$ cat src/sv/alf_pkg.sv
// ----------------------------------------------------------------------------
// alf_pkg
// Shared types and constants for the adaptive LIF neuron update block.
// ----------------------------------------------------------------------------
`default_nettype none

package alf_pkg;

  localparam int unsigned NEURONS_DEF = 1024;
  localparam int unsigned DT_BITS_DEF = 16;

  localparam int unsigned CFG_IDX_W  = 3;
  localparam int unsigned CFG_DATA_W = 32;

  localparam logic [CFG_IDX_W-1:0] CFG_MEMBRANE_DECAY    = 3'd0;
  localparam logic [CFG_IDX_W-1:0] CFG_ADAPTATION_DECAY  = 3'd1;
  localparam logic [CFG_IDX_W-1:0] CFG_HOMEOSTASIS_DECAY = 3'd2;
  localparam logic [CFG_IDX_W-1:0] CFG_REFRACTORY_TICKS  = 3'd3;
  localparam logic [CFG_IDX_W-1:0] CFG_RESET_LEVEL       = 3'd4;
  localparam logic [CFG_IDX_W-1:0] CFG_ADAPTATION_STEP   = 3'd5;
  localparam logic [CFG_IDX_W-1:0] CFG_HOMEOSTASIS_STEP  = 3'd6;

  localparam logic [15:0] MEMBRANE_DECAY_RST    = 16'd64880;
  localparam logic [15:0] ADAPTATION_DECAY_RST  = 16'd65208;
  localparam logic [15:0] HOMEOSTASIS_DECAY_RST = 16'd65470;

  typedef enum logic [1:0] {
    CLS_DELIVER,
    CLS_INIT,
    CLS_IGNORE
  } cls_e;

  typedef struct packed {
    cls_e               cls;
    logic [9:0]         neuron;
    logic [31:0]        tick_time;
    logic signed [31:0] value;
  } item_t;

  typedef struct packed {
    logic [15:0]        membrane_decay;
    logic [15:0]        adaptation_decay;
    logic [15:0]        homeostasis_decay;
    logic [15:0]        refractory_ticks;
    logic signed [31:0] reset_level;
    logic signed [31:0] adaptation_step;
    logic [30:0]        homeostasis_step;
  } cfg_t;

endpackage

`default_nettype wire

$ cat src/sv/alf_if.sv
// ----------------------------------------------------------------------------
// alf_if
// Valid/ready channels for neuron items and update results.
// ----------------------------------------------------------------------------
`default_nettype none

interface alf_in_if;
  logic               valid;
  logic               ready;
  logic               kind;
  logic [9:0]         neuron;
  logic [31:0]        tick_time;
  logic signed [31:0] value;

  modport source (output valid, kind, neuron, tick_time, value, input ready);
  modport sink   (input valid, kind, neuron, tick_time, value, output ready);
endinterface


`default_nettype wire

$ cat src/sv/alf_front.sv
// ----------------------------------------------------------------------------
// alf_front
// Accepts items, classifies them and buffers them in a two-entry queue.
// ----------------------------------------------------------------------------
`default_nettype none

module alf_front import alf_pkg::*; #(
  parameter int unsigned NEURONS = NEURONS_DEF
) (
  input  wire logic  clk_i,
  input  wire logic  rst_ni,
  alf_in_if.sink     in_i,
  output logic       q_valid_o,
  output item_t      q_item_o,
  input  wire logic  q_pop_i
);

  localparam logic [16:0] NLIM = 17'(NEURONS);

  item_t      entry_q [2];
  logic       wr_ptr_q, rd_ptr_q;
  logic [1:0] cnt_q;
  item_t      cls_item;
  logic       push, pop;

  always_comb begin
    cls_item.neuron    = in_i.neuron;
    cls_item.tick_time = in_i.tick_time;
    cls_item.value     = in_i.value;
    if ({7'd0, in_i.neuron} >= NLIM) begin
      cls_item.cls = CLS_IGNORE;
    end else if (in_i.kind) begin
      cls_item.cls = CLS_INIT;
    end else begin
      cls_item.cls = CLS_DELIVER;
    end
  end

  assign in_i.ready = (cnt_q != 2'd2);
  assign push       = in_i.valid && in_i.ready;
  assign pop        = q_pop_i && (cnt_q != 2'd0);
  assign q_valid_o  = (cnt_q != 2'd0);
  assign q_item_o   = entry_q[rd_ptr_q];

  always_ff @(posedge clk_i) begin
    if (push) begin
      entry_q[wr_ptr_q] <= cls_item;
    end
  end

  always_ff @(posedge clk_i or negedge rst_ni) begin
    if (!rst_ni) begin
      wr_ptr_q <= 1'b0;
      rd_ptr_q <= 1'b0;
      cnt_q    <= 2'd0;
    end else begin
      if (push) wr_ptr_q <= ~wr_ptr_q;
      if (pop)  rd_ptr_q <= ~rd_ptr_q;
      cnt_q <= cnt_q + 2'(push) - 2'(pop);
    end
  end

endmodule

`default_nettype wire

$ cat src/flat_wrapper.sv
// flat-port wrapper written by rule: the top's interface ports become plain ports
module alf_front_flat import alf_pkg::*;
#(
  parameter int unsigned NEURONS = NEURONS_DEF
)
  (clk_i, rst_ni, q_valid_o, q_item_o, q_pop_i, in_i_valid, in_i_kind, in_i_neuron, in_i_tick_time, in_i_value, in_i_ready);
  alf_in_if in_i_i ();
  input  wire logic clk_i;
  input  wire logic rst_ni;
  output logic q_valid_o;
  output item_t q_item_o;
  input  wire logic q_pop_i;
  input wire logic [$bits(in_i_i.valid)-1:0] in_i_valid;
  input wire logic [$bits(in_i_i.kind)-1:0] in_i_kind;
  input wire logic [$bits(in_i_i.neuron)-1:0] in_i_neuron;
  input wire logic [$bits(in_i_i.tick_time)-1:0] in_i_tick_time;
  input wire logic [$bits(in_i_i.value)-1:0] in_i_value;
  output wire logic [$bits(in_i_i.ready)-1:0] in_i_ready;
  assign in_i_i.valid = in_i_valid;
  assign in_i_i.kind = in_i_kind;
  assign in_i_i.neuron = in_i_neuron;
  assign in_i_i.tick_time = in_i_tick_time;
  assign in_i_i.value = in_i_value;
  assign in_i_ready = in_i_i.ready;
  alf_front #(.NEURONS(NEURONS)) u_core (.clk_i(clk_i), .rst_ni(rst_ni), .in_i(in_i_i), .q_valid_o(q_valid_o), .q_item_o(q_item_o), .q_pop_i(q_pop_i));
endmodule
$ cat config.mk
export PLATFORM = sky130hd
export DESIGN_NAME = alf_front_flat
export DESIGN_NICKNAME = d
export VERILOG_FILES = /design/src/sv/alf_pkg.sv /design/src/sv/alf_if.sv /design/src/sv/alf_front.sv /design/src/flat_wrapper.sv
export SDC_FILE = /design/constraint.sdc
export NUM_CORES = 1
export LEC_CHECK = 0
export ABC_CLOCK_PERIOD_IN_PS = 5200
export BUFFER_PORTS_ARGS = -buffer_cell sky130_fd_sc_hd__buf_2
export CORE_ASPECT_RATIO = 1.4
export CORE_MARGIN = 4
export CORE_UTILIZATION = 50
export DETAILED_ROUTE_END_ITERATION = 12
export PLACE_DENSITY_LB_ADDON = 0.1
export SETUP_SLACK_MARGIN = 0.5
export SLEW_MARGIN = 30
export SYNTH_ARGS = -nofsm -noshare
export SYNTH_HDL_FRONTEND = slang
export SYNTH_SLANG_ARGS = --single-unit
$ cat constraint.sdc
create_clock -name clk_i -period 5.2 [get_ports clk_i]
set_clock_uncertainty 0.05 [all_clocks]
set_input_delay 0.78 -clock clk_i [delete_from_list [all_inputs] [get_ports clk_i]]
set_output_delay 0.78 -clock clk_i [all_outputs]
set_load 0.005 [all_outputs]
# --- Word-level counts from Yosys, hierarchy flattened ---
# Memory sizes are Yosys's and may differ from the RTL's.
# Cells that the tools add are included.
totals:
  in_bits: 79
  ramBits: 150
  output_inout_bits: 78
  mem_count: 1
  regBits: 4
op_classes:
  reduce_logical: 3
  bitwise: 2
  n_eq_ne: 1
  add_sub_neg: 2
  n_mux: 3
mem_list:
  columns: ["memory", "depth", "word_bits", "read_ports", "rd_ports_with_merged_regs", "write_ports", "line_no", "source"]
  rows:
  - ["u_core.entry_q", 2, 75, 1, 0, 1, "alf_front.sv:20", "item_t entry_q [2];"]
ops:
  columns: ["op", "count"]
  rows:
  - ["$mux 1", 3]
  - ["$add 2x1->2", 1]
  - ["$logic_and 1x1->1", 2]
  - ["$ne 2x2->1 const B", 1]
  - ["$not 1->1", 2]
  - ["$reduce_bool 2->1", 1]
  - ["$sub 2x1->2", 1]

# --- Depth between registers and ports, before layout ---
# Gate-level depths: netlist of run 1.
logic_depth:
  word_depth: 4
  ltp_mapped: 7

# --- Least setup slack after synthesis of run 1 ---
# OpenSTA, ideal clock, no wires.
synth_path:
  path_kind: "input port to flip-flop"
  startpoint: "input in_i_valid"
  endpoint: "memory u_core.entry_q[0][0] in the netlist's numbering, enable pin"
  stages: 2
  setup_slack_ns: 0.642
  required_time_ns: 4.641
  arrival_time_ns: 3.999
  setup_ns: 0.509
  cell_sequence: "nand2_1 -> nor2_1"
synth_via:
  elab_chain_cells: 3
synth_rtl:
  columns: ["element", "line_no", "source"]
  rows:
  - ["start, declared", "flat_wrapper.sv:13", "input wire logic [$bits(in_i_i.valid)-1:0] in_i_valid;"]
  - ["$logic_and 1x1->1", "alf_front.sv:40", "assign push = in_i.valid && in_i.ready;"]
  - ["$mux 1", "alf_front.sv:46", "if (push) begin"]
  - ["$mux 1 (not written as such)", "alf_front.sv:47", "entry_q[wr_ptr_q] <= cls_item;"]
  - ["end, declared", "alf_front.sv:20", null]
# Every way passes these cells.

==> results of run 1 <==
-- routing by layer --
metal,up-vias,routed length [um],GRT usage
met4,4,106,0.0569
met3,11,768,0.0592
met2,103,5180,0.260
met5,-,22,0
met1,1395,3880,0.174
li1,1329,-,-
-- sequential cells by signal (all words and copies together), names as in the netlist --
signal and count:
u_core.entry_q 150, u_core.cnt_q 2, u_core.rd_ptr_q 1, u_core.wr_ptr_q 1
-- cell usage after synthesis --
cell / instances / area [um^2]
edfxtp_1: 150 / 4500
mux2_4: 40 / 601
mux2_2: 35 / 394
buf_6: 4 / 45.0
dfrtp_1: 4 / 100
buf_2: 3 / 15.0
inv_1: 3 / 11.3
xnor2_1: 3 / 26.3
buf_4: 2 / 15.0
ha_1: 2 / 25.0
and2_1: 1 / 6.26
and3_1: 1 / 6.26
conb_1: 1 / 3.75
nand2_1: 1 / 3.75
nand2b_1: 1 / 6.26
nor2_1: 1 / 3.75
or2_2: 1 / 6.26
xor2_1: 1 / 8.76
-- critical path: stages, from the launching register on --
cell and delay (ns):
dfrtp_4 0.98, buf_4 0.50, mux2_2 0.39, buf_2 0.13
-- through the flow --
step | utilization | total power (uW) | area [um^2] | hold slack [ns] | std cells
floorplan | - | 2560 | 5780 | 0.410 | 254
global placement | 0.590 | 2950 | 6690 | 0.435 | 546
detailed placement | 0.592 | 2980 | 6710 | 0.431 | 547
CTS | 0.646 | 4230 | 7320 | 0.105 | 578
global route | 0.646 | 4380 | 7320 | 0.106 | 578
finish | 0.646 | 4160 | 7320 | 0.121 | 578
-- path summary, 6_finish.rpt --
check / end / from / cells after the start
min in group clk_i: u_core.cnt_q[1]$_DFF_PN0_ / u_core.cnt_q[1]$_DFF_PN0_ / 1
max in group asynchronous: u_core.rd_ptr_q$_DFFE_PN0P_ / rst_ni / 1
worst min register to register: u_core.cnt_q[1]$_DFF_PN0_ / u_core.cnt_q[1]$_DFF_PN0_ / 1
worst max register to register: u_core.entry_q[0][24]$_DFFE_PP_ / u_core.cnt_q[1]$_DFF_PN0_ / 4
worst max-delay path: q_item_o[4] / u_core.rd_ptr_q$_DFFE_PN0P_ / 3
worst min-delay path: u_core.cnt_q[1]$_DFF_PN0_ / rst_ni / 1
-- logic make-up after synthesis --
kind of cell / count (synthesis)
flops: 154
mux: 75
buf+inv: 12
simple gates: 6
xor+xnor: 4
fa+ha+maj: 2
other cells: 1
-- report_power, final --
part	internal, uW	switching, uW	total [uW]
sequential	1700	162	1860
clock	799	452	1250
combinational	606	444	1050
-- area by class of cell --
cell class,count,share of cell area
Clock buffer,19,0.0591
Clock inverter,12,0.0239
Inverter,3,0.00154
Multi-Input combinational cell,88,0.151
Sequential cell,154,0.629
Tap cell,144,0.0246
Timing Repair Buffer,158,0.111
==> impl_metrics.toml, run 1 <==
[cts]
clock-sinks = 154
cts_hold_buf = 0
htreeDepth = 4
cts_resized = 0
post_cts_buffers = 0
cts-root-buf = "clkbuf_16"
cts_tree = "yes"
clockBufferDepth = 2
cts_buffers = 17
clkTransAtPathRegs_ns = 0.06
clk_latency_ns = 0.40

[logic_synthesis]
synth_fa_ha_area_frac = 0.00433
synth.ff_latch_count = 154
synth_compound_area_frac = 0
synth.area.mux_share = 0.172
synth.distinct_cells = 18
syn_inst = 254
synthXorXnorAreaFrac = 0.00606
netlist_area_um2 = 5780
synth_top_family_by_area = "multiplexers"
avgSynthCellArea_um2 = 22.8
synth_nets = 335
ys_seq_area_frac = 0.796
synth-simple-area-share = 0.00563
synth_warnings = 0

[placed_design]
dp_hpwl_mm = 6.58
place.gp.congestion = 0.691
io_buffers = 155
preCtsSetupSlack_ns = 2.32

[worst_setup_path]
crit_fanout = 54
startpoint_type = "flop"
end_kind = "output port"
critPathKind = "reg2out"
critPathRequiredTime_ns = 4.37
r2r_setup_slack_ns = 2.79
worstPathArrival_ns = 2.45

[final_layout]
final_cell_mix = "buf_2 (155), edfxtp_1 (150), mux2_4 (40)"
diodes = 0
multi_input_area_um2 = 1100
fillers = 810
layout-drive-gt1-share = 0.611
fin_nets = 503
layout_commonest_cell = "buf_2"
seq_area_um2 = 4610
areaGrowthSynthToFinish_pct = 26.6

[global_route]
grt_remaining_overflow = 0
grt_use_total = 0.153
antenna_found_initial = 2
grt_max_degree = 55
grt_pass1_wl_mm = 15.4
grt_pass1_vias = 3094

[sta]
slew_headroom = 0.422
slew_violations = 0
setup_ws_ns = 1.92
period_share = 0.631
timing.fmax_ghz = 0.305
setup_violations = 0
fin_setup_tns_ns = 0
rsz0062_at_grt = "no"
hold_viol = 0
worst_slew_pin_slew_ns = 0.866
finalCriticalPeriod_ns = 3.28

[detailed_routing]
vias = 2842
ant_nets = 0
first_pass_iters = 4
drt_iter0_markers = 99
drc_errors = 0
via_per_inst = 4.92
wirelength_mm = 9.96
wl_per_cell_um = 17.2

[floorplanning]
fp.dieW_um = 98.9
fp.dieH_um = 135
rows = 46
initial_core_util = 0.510
core_area_um2 = 11300
ios = 157
die_area_um2 = 13400

[power]
ir_worst_vdd_mv = 0.287
p_per_area_nw_per_um2 = 568
power.leakage_uw = 0.00289

[run]
drv_cap = 0

[run_status]
status = "complete, no violations"

[hold_path]
hp-class = "in2async"
No activity file was read; power rests on OpenSTA's default activity.
==> run 2, diff against run 1 <==
ABC_AREA = 1   (was default)
ABC_CLOCK_PERIOD_IN_PS = 3280   (was 5200)
clock period = 3.28 ns   (was 5.2 ns; I/O delays follow)
==> run 2 against run 1 <==
Effect of this change:
- sequential cell count did not move
- register-to-register slack worse by 1.6 ns
- die area is 1.0% lower
- core utilization rose by 1.5 points
- power rose by 62%
- combinational power increased by 72%
- sequential power grew 49%
- critical path type unchanged
==> impl_metrics.toml, run 2 <==
[logic_synthesis]
syn_inst = 427
yosysTopAreaCell = "edfxtp_1"
synth.distinct_cells = 12
synth_edf_count = 150
ys_seq_area_frac = 0.805
netlist_top_cells_count = "nand2_1 (238), edfxtp_1 (150), buf_2 (9), inv_1 (9), buf_6 (6)"
async_flop_share = 0.0260
synth_most_common_cell = "nand2_1"
synth_nets = 508
synth_area_leaders = "edfxtp_1 (79%), nand2_1 (16%), dfrtp_1 (1.8%), buf_6 (1.2%), buf_2 (0.79%)"
synth.ff_latch_count = 154
synth-main-ff-cell = "edfxtp_1"
netlist_area_um2 = 5720
synth_warnings = 0
avgSynthCellArea_um2 = 13.4
yosysTopAreaCellShare = 0.788

[floorplanning]
fp.dieH_um = 135
rows = 45
core_area_um2 = 11000
fp.dieW_um = 98.4
ios = 157
initial_core_util = 0.518
die_area_um2 = 13200

[final_layout]
fillers = 841
layout-drive-gt1-share = 0.324
layout_commonest_cell = "nand2_1"
largest_reg_flops = 150
fin_nets = 670
reg_top3 = "u_core.entry_q (150), u_core.cnt_q (2)"
largest_register = "u_core.entry_q"
final_cell_mix = "nand2_1 (238), buf_2 (155), edfxtp_1 (150)"
areaGrowthSynthToFinish_pct = 27.6

[sta]
rsz0062_at_grt = "no"
finalCriticalPeriod_ns = 2.40
period_share = 0.733
hold_viol = 0
slew_violations = 0
slew_headroom = 0.457
timing.fmax_ghz = 0.416
setup_violations = 0
worst_slew_pin_slew_ns = 0.814
fin_setup_tns_ns = 0

[global_route]
antenna_found_initial = 1
grt_remaining_overflow = 0
grt_pass1_vias = 3503
grt_pass1_wl_mm = 16.8
grt_max_degree = 77
grt_use_total = 0.166

[power]
p_sw_frac = 0.294
power_frac_seq = 0.412
ir_worst_vdd_mv = 0.461
power_uw = 6750
pwr-share-clk = 0.320
p_sw_uw = 1980
combPwrFrac = 0.268
internal_power_uw = 4770
power.leakage_uw = 0.00320
p_per_area_nw_per_um2 = 925

[run]
drv_cap = 0

[detailed_routing]
met1_length_mm = 4.08
wl_per_cell_um = 14.5
drc_errors = 0
vias = 3524
ant_nets = 0
drt_iter0_markers = 204
top_layer_used = "met5"
met2_length_mm = 5.65
first_pass_iters = 4
met3_length_um = 932
via_per_inst = 4.74
wirelength_mm = 10.8

[cts]
clockBufferDepth = 2
clkTransAtPathRegs_ns = 0.06
cts_tree = "yes"
htreeDepth = 4
clock-sinks = 154
post_cts_buffers = 0
cts-root-buf = "clkbuf_16"
cts_buffers = 17
clk_latency_ns = 0.40

[hold_path]
hp-class = "in2reg"

[worst_setup_path]
end_kind = "output port"
startpoint_type = "flop"
worstPathArrival_ns = 1.86
critPathRequiredTime_ns = 2.74
crit_fanout = 42
critPathKind = "reg2out"

[placed_design]
io_buffers = 155
place.gp.congestion = 0.698
dp_hpwl_mm = 6.90

[run_status]
status = "complete, no violations"
==> run 2: changes by cell type after synthesis, moves of 2 or more <==
cell | previous run | this run
nand2_1 | 1 | 238
inv_1 | 3 | 9
buf_6 | 4 | 6
xnor2_1 | 3 | 0
mux2_4 | 40 | 0
mux2_2 | 35 | 0
nand3_1 | 0 | 3
buf_2 | 3 | 9
==> run 2: area by class of cell <==
class	instances	area (um^2)	share of cell area
Antenna cell	1	2.50	0.000343
Clock buffer	17	425	0.0583
Clock inverter	15	249	0.0341
Inverter	10	38.8	0.00532
Multi-Input combinational cell	245	948	0.130
Sequential cell	154	4610	0.631
Tap cell	141	176	0.0242
Timing Repair Buffer	161	848	0.116
==> run 2: per-stage QoR <==
step	utilization	instance area (um^2)	setup WS, ns	std cells	hold slack (ns)
6_report	0.661	7290	0.876	744	0.215
2_1_floorplan	-	5730	0.752	427	0.146
5_1_grt	0.661	7290	0.683	743	0.197
4_1_cts	0.661	7290	0.819	743	0.198
3_3_place_gp	0.599	6610	1.05	710	0.259
3_5_place_dp	0.599	6610	1.03	710	0.261
==> run 2: path summary, 6_finish.rpt <==
path / end / startpoint / slack, ns / depth (start not counted)
max: q_item_o[53] / u_core.rd_ptr_q$_DFFE_PN0P_ / 0.88 / 5
min: u_core.entry_q[1][56]$_DFFE_PP_ / in_i_tick_time[24] / 0.21 / 1
max reg2reg: u_core.entry_q[0][50]$_DFFE_PP_ / u_core.cnt_q[0]$_DFF_PN0_ / 1.15 / 5
min reg2reg: u_core.wr_ptr_q$_DFFE_PN0P_ / u_core.wr_ptr_q$_DFFE_PN0P_ / 0.44 / 2
max in group asynchronous: u_core.rd_ptr_q$_DFFE_PN0P_ / rst_ni / 2.66 / 2
min in group asynchronous: u_core.wr_ptr_q$_DFFE_PN0P_ / rst_ni / 0.37 / 2
==> run 2: critical path: stages, from the launching register on <==
cell and delay, ns:
dfrtp_2 0.40, inv_2 0.48, buf_12 0.29, nand2_1 0.07
nand2_1 0.08, buf_2 0.12
==> run 2: what timing repair did <==
action,in CTS,in global routing
gates resized for setup,0,0
hold endpoints to repair,4,0
hold buffers,1,0
==> run 2: power by group through the flow <==
stage                     Combinational, uW  Clock [uW]  Sequential, uW
final                                  1810        2160            2780
after floorplan                        1090           0            2810
after detailed placement               1860           0            2820
after global placement                 1840           0            2800
after CTS                              1870        2210            2780
after global routing                   2060        2300            2820
==> run 2: cell families after synthesis <==
| group | count (synthesis) | synth area share |
|---|---|---|
| adder cells (fa/ha/maj) | 2 | 0.00438 |
| buffers and inverters | 28 | 0.0302 |
| flip-flops | 154 | 0.805 |
| other | 1 | 0.000656 |
| AND/OR/NAND/NOR | 242 | 0.160 |
==> run 2: routing by layer <==
metal | global-route usage | vias up
met4 | 0.0615 | 2
met2 | 0.285 | 127
met5 | 0 | -
met3 | 0.0693 | 14
met1 | 0.183 | 1626
li1 | - | 1755
